--- src/design/pet_pkg.sv ---
// shared types and codes for the pointer event translator
package pet_pkg;

    localparam int unsigned QUEUE_DEPTH = 2;
    localparam int unsigned CMD_W       = 3;
    localparam int unsigned COORD_W     = 32;
    localparam int unsigned BTN_W       = 8;
    localparam int unsigned TIME_W      = 48;
    localparam int unsigned S_DATA_W    = 192;
    localparam int unsigned M_DATA_W    = 192;

    localparam logic [CMD_W-1:0] CMD_MOVE   = 3'd0;
    localparam logic [CMD_W-1:0] CMD_BUTTON = 3'd1;
    localparam logic [CMD_W-1:0] CMD_WHEEL  = 3'd2;
    localparam logic [CMD_W-1:0] CMD_FOCUS  = 3'd3;
    localparam logic [CMD_W-1:0] CMD_LEAVE  = 3'd4;

    typedef enum logic [2:0] {
        PH_ADD    = 3'd0,
        PH_REMOVE = 3'd1,
        PH_HOVER  = 3'd2,
        PH_DOWN   = 3'd3,
        PH_MOVE   = 3'd4,
        PH_UP     = 3'd5,
        PH_CANCEL = 3'd6
    } phase_t;

    localparam logic KIND_POINTER = 1'b0;
    localparam logic KIND_FOCUS   = 1'b1;

    // results still owed for one input, emitted in field order from the top
    typedef struct packed {
        logic add;
        logic ptr;
        logic cancel;
        logic remove;
        logic focus;
    } act_t;

    typedef struct packed {
        act_t                act;
        phase_t              ptr_phase;
        logic [COORD_W-1:0]  x;
        logic [COORD_W-1:0]  y;
        logic [BTN_W-1:0]    buttons;
        logic                wheel;
        logic [COORD_W-1:0]  dx;
        logic [COORD_W-1:0]  dy;
        logic [TIME_W-1:0]   time_us;
        logic                focus;
    } desc_t;

endpackage

--- src/design/pet_front.sv ---
// front end: accepts raw events, tracks pointer and focus state, plans results
module pet_front
    import pet_pkg::*;
(
    input  logic               aclk,
    input  logic               aresetn,
    input  logic               in_valid,
    output logic               in_ready,
    input  logic [CMD_W-1:0]   in_cmd,
    input  logic [COORD_W-1:0] in_x,
    input  logic [COORD_W-1:0] in_y,
    input  logic [BTN_W-1:0]   in_btn,
    input  logic               in_focus,
    input  logic [COORD_W-1:0] in_dx,
    input  logic [COORD_W-1:0] in_dy,
    input  logic [TIME_W-1:0]  in_time,
    output logic               push_valid,
    input  logic               push_ready,
    output desc_t              push_data
);

    logic               added_reg, added_next;
    logic               down_reg, down_next;
    logic [BTN_W-1:0]   held_reg, held_next;
    logic [COORD_W-1:0] last_x_reg, last_x_next;
    logic [COORD_W-1:0] last_y_reg, last_y_next;
    logic               fvalid_reg, fvalid_next;
    logic               fheld_reg, fheld_next;
    logic               accept;
    logic               do_drop;
    logic               do_ptr;
    desc_t              d;

    assign in_ready   = push_ready;
    assign accept     = in_valid && push_ready;
    assign push_valid = accept && (|d.act);
    assign push_data  = d;

    always_comb begin
        added_next  = added_reg;
        down_next   = down_reg;
        held_next   = held_reg;
        last_x_next = last_x_reg;
        last_y_next = last_y_reg;
        fvalid_next = fvalid_reg;
        fheld_next  = fheld_reg;
        do_drop     = 1'b0;
        do_ptr      = 1'b0;
        d           = '0;
        d.time_us   = in_time;
        d.focus     = in_focus;
        d.x         = last_x_reg;
        d.y         = last_y_reg;
        d.buttons   = held_reg;
        d.ptr_phase = PH_HOVER;

        unique case (in_cmd)
            CMD_FOCUS: begin
                do_drop = !in_focus;
                if (!fvalid_reg || (fheld_reg != in_focus)) begin
                    d.act.focus = 1'b1;
                    fvalid_next = 1'b1;
                    fheld_next  = in_focus;
                end
            end
            CMD_LEAVE: begin
                do_drop = 1'b1;
            end
            default: begin
                if ((in_cmd == CMD_BUTTON) && !added_reg && (in_btn == '0)) begin
                    down_next = 1'b0;
                    held_next = '0;
                end else if (!((in_cmd == CMD_BUTTON) && (in_btn == held_reg))) begin
                    do_ptr = 1'b1;
                end
            end
        endcase

        if (do_drop) begin
            d.act.cancel = added_reg && down_reg;
            d.act.remove = added_reg;
            added_next   = 1'b0;
            down_next    = 1'b0;
            held_next    = '0;
        end

        if (do_ptr) begin
            last_x_next = in_x;
            last_y_next = in_y;
            held_next   = in_btn;
            added_next  = 1'b1;
            d.act.add   = !added_reg;
            d.act.ptr   = 1'b1;
            d.x         = in_x;
            d.y         = in_y;
            d.buttons   = in_btn;
            d.wheel     = (in_cmd == CMD_WHEEL);
            d.dx        = (in_cmd == CMD_WHEEL) ? in_dx : '0;
            d.dy        = (in_cmd == CMD_WHEEL) ? in_dy : '0;
            if (in_btn == '0) begin
                d.ptr_phase = down_reg ? PH_UP : PH_HOVER;
                down_next   = 1'b0;
            end else begin
                d.ptr_phase = down_reg ? PH_MOVE : PH_DOWN;
                down_next   = 1'b1;
            end
        end
    end

    always_ff @(posedge aclk) begin
        if (!aresetn) begin
            added_reg  <= 1'b0;
            down_reg   <= 1'b0;
            held_reg   <= '0;
            last_x_reg <= '0;
            last_y_reg <= '0;
            fvalid_reg <= 1'b0;
            fheld_reg  <= 1'b0;
        end else if (accept) begin
            added_reg  <= added_next;
            down_reg   <= down_next;
            held_reg   <= held_next;
            last_x_reg <= last_x_next;
            last_y_reg <= last_y_next;
            fvalid_reg <= fvalid_next;
            fheld_reg  <= fheld_next;
        end
    end

endmodule

--- src/design/pet_queue.sv ---
// short register queue of planned result groups between front and back
module pet_queue
    import pet_pkg::*;
#(
    parameter int unsigned DEPTH = QUEUE_DEPTH
)
(
    input  logic  aclk,
    input  logic  aresetn,
    input  logic  push_valid,
    output logic  push_ready,
    input  desc_t push_data,
    output logic  pop_valid,
    input  logic  pop_ready,
    output desc_t pop_data
);

    localparam int unsigned PTR_W = (DEPTH > 1) ? $clog2(DEPTH) : 1;
    localparam int unsigned CNT_W = $clog2(DEPTH + 1);
    localparam logic [PTR_W-1:0] LAST_IDX = PTR_W'(DEPTH - 1);
    localparam logic [CNT_W-1:0] FULL_CNT = CNT_W'(DEPTH);

    desc_t            mem_reg [DEPTH];
    logic [PTR_W-1:0] wr_reg, wr_next;
    logic [PTR_W-1:0] rd_reg, rd_next;
    logic [CNT_W-1:0] cnt_reg, cnt_next;
    logic             do_push;
    logic             do_pop;

    assign push_ready = (cnt_reg != FULL_CNT);
    assign pop_valid  = (cnt_reg != '0);
    assign pop_data   = mem_reg[rd_reg];
    assign do_push    = push_valid && push_ready;
    assign do_pop     = pop_valid && pop_ready;

    always_comb begin
        wr_next  = do_push ? ((wr_reg == LAST_IDX) ? '0 : wr_reg + 1'b1) : wr_reg;
        rd_next  = do_pop ? ((rd_reg == LAST_IDX) ? '0 : rd_reg + 1'b1) : rd_reg;
        cnt_next = cnt_reg;
        if (do_push && !do_pop) begin
            cnt_next = cnt_reg + 1'b1;
        end else if (!do_push && do_pop) begin
            cnt_next = cnt_reg - 1'b1;
        end
    end

    always_ff @(posedge aclk) begin
        if (do_push) begin
            mem_reg[wr_reg] <= push_data;
        end
    end

    always_ff @(posedge aclk) begin
        if (!aresetn) begin
            wr_reg  <= '0;
            rd_reg  <= '0;
            cnt_reg <= '0;
        end else begin
            wr_reg  <= wr_next;
            rd_reg  <= rd_next;
            cnt_reg <= cnt_next;
        end
    end

endmodule

--- src/design/pet_back.sv ---
// back end: expands each planned group into result beats, one per cycle while the output is free
module pet_back
    import pet_pkg::*;
(
    input  logic               aclk,
    input  logic               aresetn,
    input  logic               pop_valid,
    output logic               pop_ready,
    input  desc_t              pop_data,
    output logic               out_valid,
    input  logic               out_ready,
    output logic               out_kind,
    output logic               out_last,
    output phase_t             out_phase,
    output logic [COORD_W-1:0] out_x,
    output logic [COORD_W-1:0] out_y,
    output logic [BTN_W-1:0]   out_buttons,
    output logic               out_scroll,
    output logic [COORD_W-1:0] out_dx,
    output logic [COORD_W-1:0] out_dy,
    output logic [TIME_W-1:0]  out_time,
    output logic               out_focus
);

    logic               work_valid_reg, work_valid_next;
    desc_t              work_reg, work_next;
    logic               m_valid_reg, m_valid_next;
    logic               m_kind_reg, m_kind_next;
    logic               m_last_reg, m_last_next;
    phase_t             m_phase_reg, m_phase_next;
    logic [COORD_W-1:0] m_x_reg, m_x_next;
    logic [COORD_W-1:0] m_y_reg, m_y_next;
    logic [BTN_W-1:0]   m_btn_reg, m_btn_next;
    logic               m_scroll_reg, m_scroll_next;
    logic [COORD_W-1:0] m_dx_reg, m_dx_next;
    logic [COORD_W-1:0] m_dy_reg, m_dy_next;
    logic [TIME_W-1:0]  m_time_reg, m_time_next;
    logic               m_focus_reg, m_focus_next;
    logic               out_free;
    logic               emit;
    act_t               remain;
    logic               done;

    assign out_free  = !m_valid_reg || out_ready;
    assign emit      = work_valid_reg && out_free;
    assign pop_ready = !work_valid_reg || (emit && done);

    always_comb begin
        remain          = work_reg.act;
        m_valid_next    = m_valid_reg && !out_ready;
        m_kind_next     = m_kind_reg;
        m_phase_next    = m_phase_reg;
        m_x_next        = m_x_reg;
        m_y_next        = m_y_reg;
        m_btn_next      = m_btn_reg;
        m_scroll_next   = m_scroll_reg;
        m_dx_next       = m_dx_reg;
        m_dy_next       = m_dy_reg;
        m_time_next     = m_time_reg;
        m_focus_next    = m_focus_reg;
        work_valid_next = work_valid_reg;
        work_next       = work_reg;

        // pick the highest pending result in emission order
        if (work_reg.act.add) begin
            remain.add = 1'b0;
        end else if (work_reg.act.ptr) begin
            remain.ptr = 1'b0;
        end else if (work_reg.act.cancel) begin
            remain.cancel = 1'b0;
        end else if (work_reg.act.remove) begin
            remain.remove = 1'b0;
        end else begin
            remain.focus = 1'b0;
        end
        done        = (remain == '0);
        m_last_next = emit ? done : m_last_reg;

        if (emit) begin
            m_valid_next  = 1'b1;
            m_kind_next   = KIND_POINTER;
            m_x_next      = work_reg.x;
            m_y_next      = work_reg.y;
            m_btn_next    = '0;
            m_scroll_next = 1'b0;
            m_dx_next     = '0;
            m_dy_next     = '0;
            m_time_next   = work_reg.time_us;
            m_focus_next  = 1'b0;
            if (work_reg.act.add) begin
                m_phase_next = PH_ADD;
            end else if (work_reg.act.ptr) begin
                m_phase_next  = work_reg.ptr_phase;
                m_btn_next    = work_reg.buttons;
                m_scroll_next = work_reg.wheel;
                m_dx_next     = work_reg.dx;
                m_dy_next     = work_reg.dy;
            end else if (work_reg.act.cancel) begin
                m_phase_next = PH_CANCEL;
                m_btn_next   = work_reg.buttons;
            end else if (work_reg.act.remove) begin
                m_phase_next = PH_REMOVE;
            end else begin
                m_kind_next  = KIND_FOCUS;
                m_phase_next = PH_ADD;
                m_x_next     = '0;
                m_y_next     = '0;
                m_focus_next = work_reg.focus;
            end
            work_next.act = remain;
        end

        if (pop_ready) begin
            work_valid_next = pop_valid;
            work_next       = pop_data;
        end
    end

    always_ff @(posedge aclk) begin
        if (!aresetn) begin
            work_valid_reg <= 1'b0;
            m_valid_reg    <= 1'b0;
        end else begin
            work_valid_reg <= work_valid_next;
            m_valid_reg    <= m_valid_next;
        end
        work_reg     <= work_next;
        m_kind_reg   <= m_kind_next;
        m_last_reg   <= m_last_next;
        m_phase_reg  <= m_phase_next;
        m_x_reg      <= m_x_next;
        m_y_reg      <= m_y_next;
        m_btn_reg    <= m_btn_next;
        m_scroll_reg <= m_scroll_next;
        m_dx_reg     <= m_dx_next;
        m_dy_reg     <= m_dy_next;
        m_time_reg   <= m_time_next;
        m_focus_reg  <= m_focus_next;
    end

    assign out_valid   = m_valid_reg;
    assign out_kind    = m_kind_reg;
    assign out_last    = m_last_reg;
    assign out_phase   = m_phase_reg;
    assign out_x       = m_x_reg;
    assign out_y       = m_y_reg;
    assign out_buttons = m_btn_reg;
    assign out_scroll  = m_scroll_reg;
    assign out_dx      = m_dx_reg;
    assign out_dy      = m_dy_reg;
    assign out_time    = m_time_reg;
    assign out_focus   = m_focus_reg;

endmodule

--- src/design/pointer_event_translator.sv ---
// top level of the pointer event translator
//
// Input beats on the s_ channel carry one raw mouse event each (move, button,
// wheel, focus, leave; the kind travels in s_tuser). Result beats on the m_
// channel are pointer lifecycle events or focus change events, m_tuser tells
// which, and m_tlast marks the last result caused by one input.
// An input causes zero to three results. The front end updates the pointer
// and focus state in the cycle an event is accepted and queues a plan of the
// results it owes; the back end turns each plan into beats in an output register,
// one per cycle while the receiver takes them or the register is empty.
// An accepted event passes through the queue, the back end's work register and
// the output register before its first result is valid. The input takes one
// event per cycle while the queue has room; events that cause no result are
// not queued.
// After reset there is no pointer, no buttons are held, focus is unknown and
// the queue is empty. When the receiver stalls, the output beat holds, the
// back end waits, and once the queue fills s_tready drops.
module pointer_event_translator
    import pet_pkg::*;
#(
    parameter int unsigned QUEUE_DEPTH_P = QUEUE_DEPTH
)
(
    input  logic                aclk,
    input  logic                aresetn,
    input  logic                s_tvalid,
    output logic                s_tready,
    // pos_x, pos_y, button_mask, focus_in, scroll_dx, scroll_dy, time_us, zero fill
    input  logic [S_DATA_W-1:0] s_tdata,
    // command
    input  logic [CMD_W-1:0]    s_tuser,
    output logic                m_tvalid,
    input  logic                m_tready,
    // phase, out_x, out_y, out_buttons, is_scroll, out_scroll_dx, out_scroll_dy,
    // out_time_us, focus_out, zero fill
    output logic [M_DATA_W-1:0] m_tdata,
    // result_kind
    output logic                m_tuser,
    output logic                m_tlast
);

    logic               push_valid;
    logic               push_ready;
    desc_t              push_data;
    logic               pop_valid;
    logic               pop_ready;
    desc_t              pop_data;
    phase_t             o_phase;
    logic [COORD_W-1:0] o_x;
    logic [COORD_W-1:0] o_y;
    logic [BTN_W-1:0]   o_btn;
    logic               o_scroll;
    logic [COORD_W-1:0] o_dx;
    logic [COORD_W-1:0] o_dy;
    logic [TIME_W-1:0]  o_time;
    logic               o_focus;

    pet_front u_front (
        .aclk       (aclk),
        .aresetn    (aresetn),
        .in_valid   (s_tvalid),
        .in_ready   (s_tready),
        .in_cmd     (s_tuser),
        .in_x       (s_tdata[31:0]),
        .in_y       (s_tdata[63:32]),
        .in_btn     (s_tdata[71:64]),
        .in_focus   (s_tdata[72]),
        .in_dx      (s_tdata[104:73]),
        .in_dy      (s_tdata[136:105]),
        .in_time    (s_tdata[184:137]),
        .push_valid (push_valid),
        .push_ready (push_ready),
        .push_data  (push_data)
    );

    pet_queue #(
        .DEPTH (QUEUE_DEPTH_P)
    ) u_queue (
        .aclk       (aclk),
        .aresetn    (aresetn),
        .push_valid (push_valid),
        .push_ready (push_ready),
        .push_data  (push_data),
        .pop_valid  (pop_valid),
        .pop_ready  (pop_ready),
        .pop_data   (pop_data)
    );

    pet_back u_back (
        .aclk        (aclk),
        .aresetn     (aresetn),
        .pop_valid   (pop_valid),
        .pop_ready   (pop_ready),
        .pop_data    (pop_data),
        .out_valid   (m_tvalid),
        .out_ready   (m_tready),
        .out_kind    (m_tuser),
        .out_last    (m_tlast),
        .out_phase   (o_phase),
        .out_x       (o_x),
        .out_y       (o_y),
        .out_buttons (o_btn),
        .out_scroll  (o_scroll),
        .out_dx      (o_dx),
        .out_dy      (o_dy),
        .out_time    (o_time),
        .out_focus   (o_focus)
    );

    assign m_tdata = {3'b000, o_focus, o_time, o_dy, o_dx, o_scroll, o_btn, o_y, o_x, o_phase};

endmodule

--- config.mk ---
export PLATFORM = sky130hd
export DESIGN_NAME = pointer_event_translator
export DESIGN_NICKNAME = d
export VERILOG_FILES = /design/src/design/pet_pkg.sv /design/src/design/pet_front.sv /design/src/design/pet_queue.sv /design/src/design/pet_back.sv /design/src/design/pointer_event_translator.sv
export SDC_FILE = /design/constraint.sdc
export NUM_CORES = 1
export LEC_CHECK = 0
export CAP_MARGIN = 20
export CELL_PAD_IN_SITES_DETAIL_PLACEMENT = 2
export CELL_PAD_IN_SITES_GLOBAL_PLACEMENT = 2
export CORE_ASPECT_RATIO = 1.1
export CORE_UTILIZATION = 45
export CTS_BUF_LIST = sky130_fd_sc_hd__clkbuf_8
export DETAILED_ROUTE_END_ITERATION = 8
export DONT_BUFFER_PORTS = 1
export PLACE_DENSITY = 0.85
export SLEW_MARGIN = 20
export SYNTH_ARGS = -nofsm -noshare
export SYNTH_HDL_FRONTEND = slang
export SYNTH_SLANG_ARGS = --single-unit
--- constraint.sdc ---
create_clock -name aclk -period 17.2 [get_ports aclk]
set_clock_uncertainty 0.2 [all_clocks]
set_input_delay 3.44 -clock aclk [delete_from_list [all_inputs] [get_ports aclk]]
set_output_delay 3.44 -clock aclk [all_outputs]
set_load 0.01 [all_outputs]
==> results of run 1 <==
cells by family after synthesis:
logic type | after synthesis
AND/OR/NAND/NOR | 323
AO/OA/AOI/OAI | 165
other | 1
flip-flops | 856
adder cells (fa/ha/maj) | 4
multiplexers | 267
buffers and inverters | 102
XOR/XNOR | 11
area by class of cell:
type	count	area share
sequential	856	0.708
multi-input combinational	773	0.178
clock buffer	148	0.0579
tap	927	0.0330
clock inverter	107	0.0158
timing repair buffer	21	0.00573
inverter	8	0.00114
antenna	13	0.000925
power by group:
part	internal [mW]	total, mW	leakage (nW)	switching [mW]
Combinational	0.311	0.912	2.57	0.601
Sequential	3.11	3.53	8.17	0.421
Clock	0.845	1.66	1.51	0.818
Total	4.26	6.10	12.2	1.84
metal layers:
metal  wire (um)  part of all wire
met5          48           0.00053
met4        3000             0.033
met3        8320             0.092
met2       45800              0.51
met1       32800              0.36
how the worst max path moves through the flow:
| stage | startpoint | to | slack, ns |
|---|---|---|---|
| CTS | s_tuser[2] | u_queue.mem_reg[1][148]$_DFFE_PP_ | 9.60 |
| finish | s_tuser[2] | u_queue.mem_reg[1][148]$_DFFE_PP_ | 10.0 |
| global placement | s_tuser[0] | u_queue.mem_reg[1][17]$_DFFE_PP_ | 9.16 |
| floorplan | s_tuser[0] | u_queue.mem_reg[0][0]$_DFFE_PP_ | 3.21 |
| global route | s_tuser[2] | u_queue.mem_reg[1][148]$_DFFE_PP_ | 9.70 |
| detailed placement | s_tuser[0] | u_queue.mem_reg[1][28]$_DFFE_PP_ | 8.86 |
cells in the mapped netlist (4+ instances only):
master / n
clkbuf_2: 4
inv_1: 6
o21ai_0: 71
buf_1: 7
buf_6: 7
mux2i_1: 6
nand3_1: 67
mux2_4: 60
a22o_1: 10
clkbuf_1: 69
nor3_1: 5
nor2b_1: 71
xnor2_1: 8
edfxtp_1: 773
nand2_1: 7
dfxtp_1: 83
buf_4: 5
a21oi_1: 71
nor2_1: 11
o21a_1: 4
mux2_2: 201
and2_1: 141
through the flow:
stage	instances	worst slack [ns]	hold WS (ns)	power (mW)	area, um2
2_1_floorplan	1731	3.21	0.200	4.07	31500
3_3_place_gp	2584	9.16	0.201	4.25	32500
3_5_place_dp	2585	8.86	0.205	4.50	32500
4_1_cts	2840	9.60	0.217	6.20	35100
5_1_grt	2846	9.70	0.225	6.37	35100
6_report	2853	10.0	0.219	6.10	35200
==> key figures, run 1 <==
Detailed routing
  • Iter 0 DRT Violations: between 900 and 1000
  • # DRC: 0
  • Total Wirelength: approximately 90000 um
  • Wirelength per Cell: ~32 um
  • Via count: approximately 15000
  • Antenna viol nets, final: 0
  • Total iterations of the first detailed-routing run: 5
  • Vias per cell: approximately 5.4

Setup path
  • Critical path data arrival time: approximately 7.4 ns
  • Crit path cell chain: nand3b_1, o21ai_0, a21oi_1, o22ai_1, and2_4, buf_4, buf_6
  • Max incr delay on CP: 0.88 ns
  • Startpoint Class: primary input
  • Setup Crit Path Kind: in2reg
  • End of the worst register-to-register path: u_queue.mem_reg[1][148]$_DFFE_PP_
  • Worst path buffer plus inverter count: 2
  • Crit path max-delay family: buffers and inverters
  • Critical Path Stages: 7
  • Critical Path Fanout Max: 79
  • Critical Path RT: roughly 17 ns
  • R2R Path Start: u_queue.cnt_reg[0]$_SDFFE_PN0P_
  • Reg2Reg Setup Slack: 12.62 ns
  • CP max stage cell: buf_4
  • Critical Path End Type: flop
  • Reg2Reg Depth: 6

Die
  • IO Pins: about 400
  • Row cnt: approximately 100
  • Die Ht: between 200 and 300 um
  • Die ar.: 71100 um2
  • Initial Util: 0.456
  • Core Footprint: 69100 um2
  • DIE WIDTH: between 200 and 300 um

Global routing
  • Met3 Use GR: 0.101
  • Met1 usage: 0.277
  • First-pass GRT wire length: between 100000 and 150000 um
  • Vias in the first global route: roughly 17000
  • Initial antenna violation count: 16
  • Grt ovf: 0
  • Total track usage: 0.253
  • GR Util met2: 0.433
  • Top Usage Layer GRT: met2
  • Largest net degree at the start of global routing: ~140

Finish
  • Post-layout util: 0.509
  • Most frequent cells in the layout: 773 x edfxtp_1, 201 x mux2_2, 148 x clkbuf_8
  • Sequential cell area: about 25000 um2
  • Area Growth Syn to Fin: 11.5%
  • Max reg flops: 388
  • Fill count: about 6100
  • Layout cells sized above 1: 0.249
  • Area of the multi-input gates: ~6300 um2
  • Nets: 2004
  • Most common cell after layout, fill and taps aside: edfxtp_1

Power and ir drop
  • PD cells: between 150 and 200 nW/um2
  • Peak VDD IR: ~120 uV
  • Leakage power: ~12 nW

Clocking
  • Clock slew at reported path FFs: 0.06 ns
  • Post-CTS sizing: 0
  • Clock sink total: 856
  • CTS tree: built
  • CTS Buf Count: roughly 140
  • CTS root buf: clkbuf_8
  • Post-CTS setup repair buffer count: 0
  • Clock Path Buffers: 3
  • Worst skew pair latency: between 0.7 and 0.8 ns
  • H-tree Lvls: 4
  • CTS Hold Buffers Added: 0

Timing
  • Final Max Slew Viols: 0
  • Final period utilization: 0.419
  • Final setup vio count: 0
  • Final setup TNS: 0 ns
  • Peak Freq: between 100 and 150 MHz
  • RSZ-0062 raised after global routing: no
  • Relative slew slack: 0.314
  • Final Hold Fails: 0
  • Final min period: 7.20 ns
  • Actual slew at the worst max-slew pin: just over 1 ns

Placed design
  • Final GP Congestion: ~0.75
  • Dpl hpwl: between 50000 and 60000 um
  • Number of port buffers: 0

Synth
  • Seq/Total Area, Yosys: 0.789
  • Multiplexer fraction of the synthesized cell area: 0.102
  • Synth Area in Simple Gates: 0.0608
  • Syn Inst Count: 1729
  • Post-synth top flop: edfxtp_1
  • Share of the synthesized area in the top cell type: 0.736
  • Synth Area in Adders: 0.00151
  • Flop and latch count out of synthesis: 856
  • Async SR Flop Fraction: 0
  • Complex-gate fraction of the synthesized area: 0.0288
  • Mapped Area: ~32000 um2
  • Largest cells by area after synthesis: edfxtp_1 74%, mux2_2 7.2%, dfxtp_1 5.3%
  • XOR/XNOR Fraction of Synth Area: 0.00306
  • Post-synth EDFFs: ~770
  • Yosys Warn Count: 0
  • Cell type with the highest aggregate area in the netlist: edfxtp_1
  • Synth cell types: between 40 and 50
  • Main combinational cell family by area after synthesis: multiplexers
  • Average cell area after synthesis: ~18 um2

Min path
  • Hold Crit Depth: 0
  • Hold worst-path end: u_back.out_time[15]$_DFFE_PP_
  • Hold Path Origin: u_back.work_reg[16]$_DFFE_PN_
  • Worst Hold Class: reg2reg

Status
  • Status: completed

Job
  • MaxCap Viol Count: 0
(Power assumes the default switching activity.)
==> run 2, diff against run 1 <==
==> constraint.sdc (replaced) <==
create_clock -name aclk -period 6.75 [get_ports aclk]
set_clock_uncertainty 0.2 [all_clocks]
set_input_delay 1.35 -clock aclk [delete_from_list [all_inputs] [get_ports aclk]]
set_output_delay 1.35 -clock aclk [all_outputs]
set_load 0.01 [all_outputs]
==> key figures, run 2 (same netlist as run 1, synthesis figures left out) <==
Setup path
  • Critical path data arrival time: about 4.2 ns
  • Crit path max-delay family: buffers and inverters
  • Setup Crit Path Kind: reg2reg
  • End of the worst register-to-register path: u_back.work_reg[147]$_DFFE_PN_
  • Critical Path Stages: 6
  • Reg2Reg Setup Slack: between 2 and 3 ns
  • Worst path buffer plus inverter count: 3
  • Crit path cell chain: maj3_1, o31a_1, o21a_1, clkinvlp_4, buf_4, buf_4
  • Max incr delay on CP: between 0.9 and 1 ns
  • Critical Path End Type: flop
  • Critical Path RT: ~6.9 ns
  • R2R Path Start: u_back.work_reg[193]$_SDFFCE_PP0P_
  • Worst Setup SP: u_back.work_reg[193]$_SDFFCE_PP0P_
  • CP dominant cell by count: buf_4
  • Reg2Reg Depth: 6
  • Startpoint Class: flop
  • CP max stage cell: buf_4
  • Critical Path Fanout Max: 68
  • Worst setup path endpoint: u_back.work_reg[147]$_DFFE_PN_

Timing
  • Relative slew slack: 0.239
  • Peak Freq: roughly 250 MHz
  • Actual slew at the worst max-slew pin: between 1 and 1.5 ns
  • Final setup vio count: 0
  • Final min period: 4.02 ns
  • Final Hold Fails: 0
  • Final period utilization: 0.595
  • Final Max Slew Viols: 0
  • Final setup TNS: 0 ns
  • RSZ-0062 raised after global routing: no
  • Hold Worst Slack: ~0.23 ns

Clocking
  • Worst skew pair latency: roughly 0.76 ns
  • H-tree Lvls: 4
  • CTS root buf: clkbuf_8
  • CTS Buf Count: 141
  • Clock sink total: between 800 and 900
  • CTS tree: built
  • CTS Hold Buffers Added: 0
  • Clock slew at reported path FFs: ~0.060 ns
  • Clock Path Buffers: 3
  • Post-CTS setup repair buffer count: 0
  • Post-CTS sizing: 0

Global routing
  • Largest net degree at the start of global routing: 168
  • Grt ovf: 0
  • First-pass GRT wire length: about 130000 um
  • Total track usage: 0.265
  • Initial antenna violation count: 21
  • Vias in the first global route: approximately 17000

Detailed routing
  • Iter 0 DRT Violations: between 1000 and 1500
  • Via count: between 15000 and 20000
  • Total Wirelength: around 95000 um
  • # DRC: 0
  • Vias per cell: 5.52
  • Wirelength per Cell: 33.2 um
  • Antenna viol nets, final: 0
  • Total iterations of the first detailed-routing run: 5

Power and ir drop
  • Peak VDD IR: between 400 and 500 uV
  • PD cells: approximately 450 nW/um2
  • Leakage power: roughly 12 nW

Die
  • Die Ht: approximately 280 um
  • IO Pins: around 400
  • Die ar.: between 70000 and 80000 um2
  • DIE WIDTH: roughly 250 um
  • Core Footprint: between 60000 and 70000 um2
  • Row cnt: between 100 and 150
  • Initial Util: 0.456

Status
  • Status: completed

Finish
  • Nets: roughly 2000
  • Most common cell after layout, fill and taps aside: edfxtp_1
  • Area Growth Syn to Fin: 11.6%
  • Layout cells sized above 1: 0.248
  • Most frequent cells in the layout: 773 x edfxtp_1, 201 x mux2_2, 157 x clkbuf_8
  • Fill count: 6169
  • Max reg flops: slightly below 400

Min path
  • Worst Hold Class: reg2reg

Placed design
  • Final GP Congestion: a little under 0.8
  • Dpl hpwl: about 59000 um
  • Number of port buffers: 0

Job
  • MaxCap Viol Count: 0
## run 2: final cells by class
cell class / count / area (um2) / share of cell area
Clock inverter: 96 / 447 / 0.0127
Tap cell: 927 / 1160 / 0.0330
Timing Repair Buffer: 22 / 219 / 0.00622
Clock buffer: 157 / 2160 / 0.0614
Sequential cell: 856 / 24900 / 0.707
Multi-Input combinational cell: 773 / 6250 / 0.178
Inverter: 8 / 36.3 / 0.00103
Antenna cell: 16 / 40.0 / 0.00114
## run 2: layer usage
layer | track usage | vias to the layer above | share of wire
met5 | 0 | - | 0.0011
met4 | 0.101 | 16 | 0.027
met3 | 0.107 | 154 | 0.090
met2 | 0.452 | 594 | 0.51
met1 | 0.293 | 8293 | 0.37
li1 | - | 6710 | -
## run 2: worst min-delay path by stage
stage / end / cells past startpoint / startpoint
after floorplan: u_back.out_time[0]$_DFFE_PP_ / 0 / u_back.work_reg[1]$_DFFE_PN_
after global placement: u_back.out_time[18]$_DFFE_PP_ / 0 / u_back.work_reg[19]$_DFFE_PN_
after detailed placement: u_back.out_time[9]$_DFFE_PP_ / 0 / u_back.work_reg[10]$_DFFE_PN_
after CTS: u_back.out_time[14]$_DFFE_PP_ / 0 / u_back.work_reg[15]$_DFFE_PN_
after global routing: u_back.out_time[37]$_DFFE_PP_ / 0 / u_back.work_reg[38]$_DFFE_PN_
final: u_back.out_time[14]$_DFFE_PP_ / 0 / u_back.work_reg[15]$_DFFE_PN_
## run 2: power breakdown
group          switching (mW)  internal, mW  total [mW]
clock network            2.15          2.20        4.35
registers                1.13          7.92        9.05
logic                    1.55         0.800        2.35
total                    4.83          10.9        15.8
## run 2: per-stage QoR
stage	power [mW]	cell area, um2	util	instances	setup WS [ns]
after floorplan	10.2	31600	-	1731	0.712
after CTS	16.0	35200	0.509	2839	2.70
final	15.8	35200	0.509	2855	2.73
after global routing	16.4	35200	0.509	2845	2.57
after detailed placement	11.5	32500	0.471	2586	2.02
after global placement	10.9	32500	0.471	2586	2.18
